### src/design/lbpg_pkg.sv
// Types, constants and per-pattern tables of the LED blink pattern generator.
package lbpg_pkg;

    localparam int DATA_W     = 32;   // time field width on the port
    localparam int MODE_W     = 3;
    localparam int CFG_IDX_W  = 8;
    localparam int CFG_DATA_W = 8;

    localparam int SUM_W       = 21;  // folded byte sum, below 2^21
    localparam int PER_W       = 11;  // periods and weights, below 2^11
    localparam int RECIP_W     = 15;
    localparam int RECIP_SHIFT = 22;
    localparam int QUO_W       = SUM_W + RECIP_W - RECIP_SHIFT;
    localparam int REM_W       = PER_W + 1;  // remainder before correction, below 2*period

    typedef enum logic [MODE_W-1:0] {
        MODE_OFF    = 3'd0,
        MODE_SOLID  = 3'd1,
        MODE_SLOW   = 3'd2,
        MODE_FAST   = 3'd3,
        MODE_DOUBLE = 3'd4,
        MODE_TRIPLE = 3'd5
    } t_mode;

    typedef enum logic [CFG_IDX_W-1:0] {
        REG_PATTERN_MODE = 8'd0,
        REG_POLARITY     = 8'd1
    } t_reg_idx;

    localparam int SLOW_HALF_MS   = 500;
    localparam int FAST_HALF_MS   = 100;
    localparam int PULSE_MS       = 80;
    localparam int DOUBLE_TAIL_MS = 720;
    localparam int TRIPLE_TAIL_MS = 640;

    localparam int SLOW_PERIOD_MS   = 2 * SLOW_HALF_MS;
    localparam int FAST_PERIOD_MS   = 2 * FAST_HALF_MS;
    localparam int DOUBLE_PERIOD_MS = 3 * PULSE_MS + DOUBLE_TAIL_MS;
    localparam int TRIPLE_PERIOD_MS = 5 * PULSE_MS + TRIPLE_TAIL_MS;

    // period, 256^k mod period for bytes 1..3, floor(2^22 / period)
    typedef struct packed {
        logic [PER_W-1:0]   period;
        logic [PER_W-1:0]   w1;
        logic [PER_W-1:0]   w2;
        logic [PER_W-1:0]   w3;
        logic [RECIP_W-1:0] recip;
    } t_mod_k;

    typedef struct packed {
        logic [MODE_W-1:0] mode;
        logic [SUM_W-1:0]  sum;
    } t_s1;

    typedef struct packed {
        logic [MODE_W-1:0] mode;
        logic [SUM_W-1:0]  sum;
        logic [QUO_W-1:0]  quo;
    } t_s2;

    typedef struct packed {
        logic [MODE_W-1:0] mode;
        logic [REM_W-1:0]  rem;
    } t_s3;

    function automatic t_mod_k mod_consts(input logic [MODE_W-1:0] mode);
        t_mod_k k;
        unique case (mode)
            MODE_FAST: begin
                k.period = PER_W'(FAST_PERIOD_MS);
                k.w1     = 11'd56;
                k.w2     = 11'd136;
                k.w3     = 11'd16;
                k.recip  = 15'd20971;
            end
            MODE_DOUBLE: begin
                k.period = PER_W'(DOUBLE_PERIOD_MS);
                k.w1     = 11'd256;
                k.w2     = 11'd256;
                k.w3     = 11'd256;
                k.recip  = 15'd4369;
            end
            MODE_TRIPLE: begin
                k.period = PER_W'(TRIPLE_PERIOD_MS);
                k.w1     = 11'd256;
                k.w2     = 11'd16;
                k.w3     = 11'd976;
                k.recip  = 15'd4032;
            end
            default: begin
                // slow blink; the static patterns ignore the remainder
                k.period = PER_W'(SLOW_PERIOD_MS);
                k.w1     = 11'd256;
                k.w2     = 11'd536;
                k.w3     = 11'd216;
                k.recip  = 15'd4194;
            end
        endcase
        return k;
    endfunction

    // Level of the pattern at offset t within its period.
    function automatic logic blink_on(input logic [MODE_W-1:0] mode,
                                      input logic [PER_W-1:0]  t);
        logic p1, p2, p3;
        p1 = t < PER_W'(PULSE_MS);
        p2 = (t >= PER_W'(2 * PULSE_MS)) && (t < PER_W'(3 * PULSE_MS));
        p3 = (t >= PER_W'(4 * PULSE_MS)) && (t < PER_W'(5 * PULSE_MS));
        unique case (mode)
            MODE_SOLID:  return 1'b1;
            MODE_SLOW:   return t < PER_W'(SLOW_HALF_MS);
            MODE_FAST:   return t < PER_W'(FAST_HALF_MS);
            MODE_DOUBLE: return p1 || p2;
            MODE_TRIPLE: return p1 || p2 || p3;
            default:     return 1'b0;
        endcase
    endfunction

endpackage

### src/design/lbpg_fold.sv
// Stage 1: folds the four time bytes into a small sum congruent modulo the period.
module lbpg_fold import lbpg_pkg::*; (
    input  logic              i_clk,
    input  logic              i_rst_n,
    input  logic              i_valid,
    input  logic [DATA_W-1:0] i_time,
    input  logic [MODE_W-1:0] i_mode,
    input  logic              i_ready,
    output logic              o_ready,
    output logic              o_valid,
    output t_s1               o_s1
);

    localparam int PROD_W = 8 + PER_W;

    logic              r_valid;
    t_s1               r_s1;
    t_s1               n_s1;
    t_mod_k            k;
    logic [PROD_W-1:0] prod1, prod2, prod3;

    assign o_ready = !r_valid || i_ready;

    always_comb begin
        k     = mod_consts(i_mode);
        prod1 = PROD_W'(i_time[15:8])  * PROD_W'(k.w1);
        prod2 = PROD_W'(i_time[23:16]) * PROD_W'(k.w2);
        prod3 = PROD_W'(i_time[31:24]) * PROD_W'(k.w3);
        n_s1.mode = i_mode;
        n_s1.sum  = SUM_W'(i_time[7:0]) + SUM_W'(prod1) + SUM_W'(prod2) + SUM_W'(prod3);
    end

    always_ff @(posedge i_clk) begin
        if (!i_rst_n) begin
            r_valid <= 1'b0;
        end else if (o_ready) begin
            r_valid <= i_valid;
        end
    end

    always_ff @(posedge i_clk) begin
        if (o_ready && i_valid) begin
            r_s1 <= n_s1;
        end
    end

    assign o_valid = r_valid;
    assign o_s1    = r_s1;

endmodule

### src/design/lbpg_divide.sv
// Stages 2 and 3: reciprocal quotient estimate, then remainder of the folded sum.
module lbpg_divide import lbpg_pkg::*; (
    input  logic i_clk,
    input  logic i_rst_n,
    input  logic i_valid,
    input  t_s1  i_s1,
    input  logic i_ready,
    output logic o_ready,
    output logic o_valid,
    output t_s3  o_s3
);

    localparam int QP_W = SUM_W + RECIP_W;
    localparam int QM_W = QUO_W + PER_W;

    logic             r_v2, r_v3;
    t_s2              r_s2;
    t_s3              r_s3;
    t_s2              n_s2;
    t_s3              n_s3;
    t_mod_k           k1, k2;
    logic [QP_W-1:0]  qprod;
    logic [QM_W-1:0]  qm;
    logic [SUM_W-1:0] diff;
    logic             ready3;

    assign ready3  = !r_v3 || i_ready;
    assign o_ready = !r_v2 || ready3;

    always_comb begin
        k1    = mod_consts(i_s1.mode);
        qprod = QP_W'(i_s1.sum) * QP_W'(k1.recip);
        n_s2.mode = i_s1.mode;
        n_s2.sum  = i_s1.sum;
        n_s2.quo  = qprod[RECIP_SHIFT +: QUO_W];
    end

    // estimate is at most one short, so the remainder stays below twice the period
    always_comb begin
        k2   = mod_consts(r_s2.mode);
        qm   = QM_W'(r_s2.quo) * QM_W'(k2.period);
        diff = r_s2.sum - qm[SUM_W-1:0];
        n_s3.mode = r_s2.mode;
        n_s3.rem  = diff[REM_W-1:0];
    end

    always_ff @(posedge i_clk) begin
        if (!i_rst_n) begin
            r_v2 <= 1'b0;
            r_v3 <= 1'b0;
        end else begin
            if (o_ready) begin
                r_v2 <= i_valid;
            end
            if (ready3) begin
                r_v3 <= r_v2;
            end
        end
    end

    always_ff @(posedge i_clk) begin
        if (o_ready && i_valid) begin
            r_s2 <= n_s2;
        end
        if (ready3 && r_v2) begin
            r_s3 <= n_s3;
        end
    end

    assign o_valid = r_v3;
    assign o_s3    = r_s3;

endmodule

### src/design/lbpg_level.sv
// Stage 4: remainder correction, pattern decode and output register.
module lbpg_level import lbpg_pkg::*; (
    input  logic i_clk,
    input  logic i_rst_n,
    input  logic i_valid,
    input  t_s3  i_s3,
    input  logic i_polarity,
    input  logic i_stall,
    output logic o_ready,
    output logic o_valid,
    output logic o_led_on,
    output logic o_pin_drive
);

    logic             r_valid;
    logic             r_led_on;
    logic             r_pin_drive;
    logic             n_led_on;
    t_mod_k           k;
    logic [REM_W-1:0] rem_fix;

    assign o_ready = !r_valid || !i_stall;

    always_comb begin
        k       = mod_consts(i_s3.mode);
        rem_fix = (i_s3.rem >= REM_W'(k.period)) ? i_s3.rem - REM_W'(k.period) : i_s3.rem;
        n_led_on = blink_on(i_s3.mode, rem_fix[PER_W-1:0]);
    end

    always_ff @(posedge i_clk) begin
        if (!i_rst_n) begin
            r_valid <= 1'b0;
        end else if (o_ready) begin
            r_valid <= i_valid;
        end
    end

    always_ff @(posedge i_clk) begin
        if (o_ready && i_valid) begin
            r_led_on    <= n_led_on;
            r_pin_drive <= i_polarity ? n_led_on : !n_led_on;
        end
    end

    assign o_valid     = r_valid;
    assign o_led_on    = r_led_on;
    assign o_pin_drive = r_pin_drive;

endmodule

### src/design/led_blink_pattern_generator_core.sv
// Top level of the LED blink pattern generator: config registers and the four-stage pipeline.
// One timestamp is taken every cycle given no stall downstream. Its result passes in order
// through the four register stages: the byte fold, the reciprocal multiply for the
// quotient, the remainder multiply-subtract, and the final correction with the pattern
// decode; each holds one item, so a stall at the output fills them in place and
// back-pressures the input. Only the low min(TIME_WIDTH, 32) bits of i_time_ms are used.
// Config writes are always taken (o_cfg_ready is high) and must only happen with no item
// in flight.
module led_blink_pattern_generator_core import lbpg_pkg::*; #(
    parameter int TIME_WIDTH = 32
) (
    input  logic                  i_clk,
    input  logic                  i_rst_n,
    input  logic                  i_cfg_valid,
    output logic                  o_cfg_ready,
    input  logic [CFG_IDX_W-1:0]  i_cfg_index,
    input  logic [CFG_DATA_W-1:0] i_cfg_data,
    input  logic                  i_valid,
    output logic                  o_stall,
    input  logic [DATA_W-1:0]     i_time_ms,
    output logic                  o_valid,
    input  logic                  i_stall,
    output logic                  o_led_on,
    output logic                  o_pin_drive
);

    localparam int USE_W = (TIME_WIDTH < DATA_W) ? TIME_WIDTH : DATA_W;
    localparam logic [DATA_W-1:0] TIME_MASK = {DATA_W{1'b1}} >> (DATA_W - USE_W);

    logic [MODE_W-1:0] r_mode;
    logic              r_polarity;
    logic              fold_ready, div_ready, lvl_ready;
    logic              fold_valid, div_valid;
    t_s1               fold_s1;
    t_s3               div_s3;

    assign o_cfg_ready = 1'b1;

    always_ff @(posedge i_clk) begin
        if (!i_rst_n) begin
            r_mode     <= MODE_OFF;
            r_polarity <= 1'b1;
        end else if (i_cfg_valid && o_cfg_ready) begin
            unique case (i_cfg_index)
                REG_PATTERN_MODE: r_mode     <= i_cfg_data[MODE_W-1:0];
                REG_POLARITY:     r_polarity <= i_cfg_data[0];
                default: ;  // writes beyond the register list are dropped
            endcase
        end
    end

    lbpg_fold u_fold (
        .i_clk   (i_clk),
        .i_rst_n (i_rst_n),
        .i_valid (i_valid),
        .i_time  (i_time_ms & TIME_MASK),
        .i_mode  (r_mode),
        .i_ready (div_ready),
        .o_ready (fold_ready),
        .o_valid (fold_valid),
        .o_s1    (fold_s1)
    );

    lbpg_divide u_divide (
        .i_clk   (i_clk),
        .i_rst_n (i_rst_n),
        .i_valid (fold_valid),
        .i_s1    (fold_s1),
        .i_ready (lvl_ready),
        .o_ready (div_ready),
        .o_valid (div_valid),
        .o_s3    (div_s3)
    );

    lbpg_level u_level (
        .i_clk       (i_clk),
        .i_rst_n     (i_rst_n),
        .i_valid     (div_valid),
        .i_s3        (div_s3),
        .i_polarity  (r_polarity),
        .i_stall     (i_stall),
        .o_ready     (lvl_ready),
        .o_valid     (o_valid),
        .o_led_on    (o_led_on),
        .o_pin_drive (o_pin_drive)
    );

    assign o_stall = !fold_ready;

endmodule

### config.mk
export PLATFORM = sky130hd
export DESIGN_NAME = led_blink_pattern_generator_core
export DESIGN_NICKNAME = d
export VERILOG_FILES = /design/src/design/lbpg_pkg.sv /design/src/design/lbpg_fold.sv /design/src/design/lbpg_divide.sv /design/src/design/lbpg_level.sv /design/src/design/led_blink_pattern_generator_core.sv
export SDC_FILE = /design/constraint.sdc
export NUM_CORES = 1
export LEC_CHECK = 0
export BUFFER_PORTS_ARGS = -buffer_cell sky130_fd_sc_hd__buf_2
export CORE_UTILIZATION = 49
export CTS_CLUSTER_DIAMETER = 50
export DETAILED_ROUTE_END_ITERATION = 10
export PLACE_DENSITY = 0.75
export SLEW_MARGIN = 0
export SYNTH_ARGS = -nofsm -noshare
export SYNTH_HDL_FRONTEND = slang
export SYNTH_SLANG_ARGS = --single-unit
### constraint.sdc
create_clock -name i_clk -period 10.3 [get_ports i_clk]
set_clock_uncertainty 0.05 [all_clocks]
set_input_delay 0.515 -clock i_clk [delete_from_list [all_inputs] [get_ports i_clk]]
set_output_delay 0.515 -clock i_clk [all_outputs]
set_load 0.02 [all_outputs]
==> flow_metrics.py <==
metrics = {
    "status": {
        "status": "complete, no violations",
    },
    "setup_path": {
        "worstSetupStartpointType": "flip-flop",
        "slowest_delay_ns": 1.18,
        "crit_chain": "nand2b_1, nor2_1, and2_1, fa_1, fa_1, fa_1, inv_1, fa_1, inv_1, fa_1, fa_1, ha_1, a21oi_1, o21ai_1, a221oi_1, o21ai_1, a211oi_4, a211oi_1, a2111o_1, a21oi_2, xnor2_1",
        "crit_path_frequent_cell": "fa_1",
        "path_max_fanout": 25,
        "cp_data_required_time_ns": 10.32,
        "worstSetupEndpointType": "flip-flop",
        "worst-setup-path-type": "reg2reg",
        "crit_arrival_ns": 8.56,
        "cpMaxStageDelayCell": "nor2_1",
    },
    "logic_synthesis": {
        "yosysSeqAreaShare_pct": 12.03,
        "synth_area_leaders": "fa_1 (35%), ha_1 (20%), edfxtp_1 (11%), inv_1 (9.0%), and2_1 (4.4%)",
        "ys_warn_count": 0,
        "yosysTopAreaCellShare_pct": 34.65,
        "synth_cell_types": 74,
        "synth_cells": 1785,
        "async_flop_share_pct": 0,
        "yosys.area.top_type": "fa_1",
        "syn_nets": 2417,
        "synth_seq_cells": 73,
        "synth_edf_count": 65,
        "syn_avg_cell_area_sq_um": 9.839,
        "dominantRegCellSynth": "edfxtp_1",
        "syn_area_sq_um": 17560,
    },
    "timing": {
        "hold_viol_final": 0,
        "drv_slew": 0,
        "rsz0062_at_grt": "no",
        "tightest_slew_ns": 1.310,
        "finalCriticalPeriod_ns": 8.533,
        "finalSetupViolations": 0,
        "relSlewSlack_pct": 12.36,
        "fmax_mhz": 117.2,
        "setup-tns-final_ns": 0,
        "fin_crit_sh_pct": 82.85,
    },
    "finish": {
        "mostFrequentLayoutCells": "inv_1 (419), fa_1 (304), ha_1 (275), and2_1 (124), nand2_1 (93)",
        "final_common_cell": "inv_1",
        "area_growth_pct": 6.248,
        "antenna_cells": 0,
        "nNetsFinal": 2460,
        "final_area_sq_um": 18660,
        "drive_gt1_share_pct": 6.219,
    },
    "global_routing": {
        "globalRouteOverflowTotal": 0,
        "grt_pass1_wl_um": 61310,
        "grt_max_degree": 26,
        "antenna_found_initial": 1,
        "first_global_vias": 12880,
        "grt_usage_pct": 21.21,
    },
    "floorplanning": {
        "start_util_pct": 50.35,
        "rows": 68,
        "ios": 58,
        "die_x_um": 191.3,
        "design.core.area_sq_um": 34880,
        "dieArea_sq_um": 36600,
        "die_h_um": 191.3,
    },
    "placement": {
        "port_buffers": 51,
        "dp_hpwl_um": 31610,
        "place_area_sq_um": 18350,
        "gp_congestion": 0.9132,
    },
    "cts": {
        "clock_latency_ns": 0.35,
        "cts_tree": "built",
        "cts_resized": 0,
        "cts_buffers": 9,
        "cts_hold_buf": 0,
        "post_cts_buffers": 0,
        "cts.clk_slew.worst_paths_ns": 0.06,
        "clock_path_buffers": 2,
        "clock-sinks": 73,
        "cts_max_level": 3,
        "cts_root_buf": "clkbuf_16",
    },
    "detailed_routing": {
        "dr.pass1.iters": 5,
        "topRoutingLayerUsed": "met4",
        "routedWlPerCell_um": 15.84,
        "first_iter_violations": 495,
        "drcViolationCount": 0,
        "vias_per_cell": 5.205,
        "ant_nets": 0,
        "wl_met2_um": 18430,
        "wl_met1_um": 15330,
        "num_vias": 11910,
        "met3_length_um": 1707,
        "routed_wl_um": 36250,
    },
    "job": {
        "max_cap_viol_count": 0,
    },
    "hold_path": {
        "worst_hold_path_type": "in2reg",
    },
}
kinds of logic (layout without fill, tap and decap cells):
| family | Yosys count | after routing | synth area share [%] |
|---|---|---|---|
| buf+inv | 445 | 493 | 9.532 |
| fa+ha+maj | 581 | 581 | 54.36 |
| flops | 73 | 73 | 12.03 |
| mux | 4 | 4 | 0.2280 |
| compound gates | 142 | 142 | 5.685 |
| other cells | 1 | 1 | 0.02135 |
| simple gates | 464 | 464 | 14.41 |
| xor+xnor | 75 | 75 | 3.740 |
per-stage QoR:
step / std cells / worst slack [ns] / hold WS (ns) / util [%]
floorplan: 1785 / 2.803 / 0.3824 / -
global placement: 2272 / 1.992 / 0.4274 / 52.60
detailed placement: 2272 / 1.824 / 0.4394 / 52.60
CTS: 2288 / 1.804 / 0.2801 / 53.49
global route: 2288 / 1.324 / 0.2872 / 53.49
finish: 2288 / 1.767 / 0.2915 / 53.49
flip-flops by register name, summed over array words and instances, names as in the netlist:
register,cells
u_fold.o_valid,1
u_divide.o_s3,15
u_divide.n_s3,3
r_polarity,1
u_level.o_valid,1
u_divide.r_s2,21
u_fold.o_s1,24
u_level.o_led_on,1
u_divide.r_v2,1
u_level.o_pin_drive,1
r_mode,3
u_divide.o_valid,1
final timing paths:
path	from	endpoint	slack, ns	cells past startpoint
max	u_fold.o_s1[22]	u_divide.r_s2[8]	1.77	21
max reg2reg	u_fold.o_s1[22]	u_divide.r_s2[8]	1.77	21
min	i_time_ms[2]	u_fold.o_s1[2]	0.29	1
min reg2reg	u_divide.o_valid	u_level.o_valid	0.45	2
critical path: cells and delay by family (launching register included):
| family | cells | cell delay [ns] |
|---|---|---|
| adders and majority gates | 7 | 3.28 |
| AOI/OAI and AO/OA | 8 | 2.21 |
| and+or+nand+nor | 3 | 2.05 |
| DFF | 1 | 0.45 |
| buffers and inverters | 2 | 0.10 |
| xor gates and xnor gates | 1 | 0.10 |
cell usage after synthesis (all sizes together), types with 7 or more instances:
| cell | number |
|---|---|
| a21oi | 35 |
| and3 | 15 |
| nor2b | 78 |
| a21o | 11 |
| xor2 | 17 |
| nor2 | 60 |
| dfxtp | 8 |
| inv | 419 |
| ha | 275 |
| nor3 | 8 |
| nand2b | 14 |
| nand3 | 15 |
| and2 | 126 |
| or2 | 27 |
| fa | 304 |
| a211oi | 11 |
| a21boi | 7 |
| o21ai | 29 |
| xnor2 | 58 |
| clkbuf | 25 |
| edfxtp | 65 |
| o21a | 13 |
| nand2 | 93 |
area by class of cell:
type | count | area, sq um
inverter | 419 | 1573
timing repair buffer | 58 | 307.8
clock inverter | 2 | 16.27
multi-input combinational | 1267 | 13790
clock buffer | 14 | 296.5
tap | 455 | 569.3
sequential | 73 | 2112
fill | 3090 | 16220
routing by layer:
metal | vias up | track usage [%]
met4 | 0 | 5.525
li1 | 5669 | -
met5 | - | 0
met2 | 253 | 37.78
met3 | 50 | 3.158
met1 | 5937 | 26.73
Power is left out: the tool's default activity adds up to more than one toggle a clock period on the data nets, which glitch-free logic cannot reach.
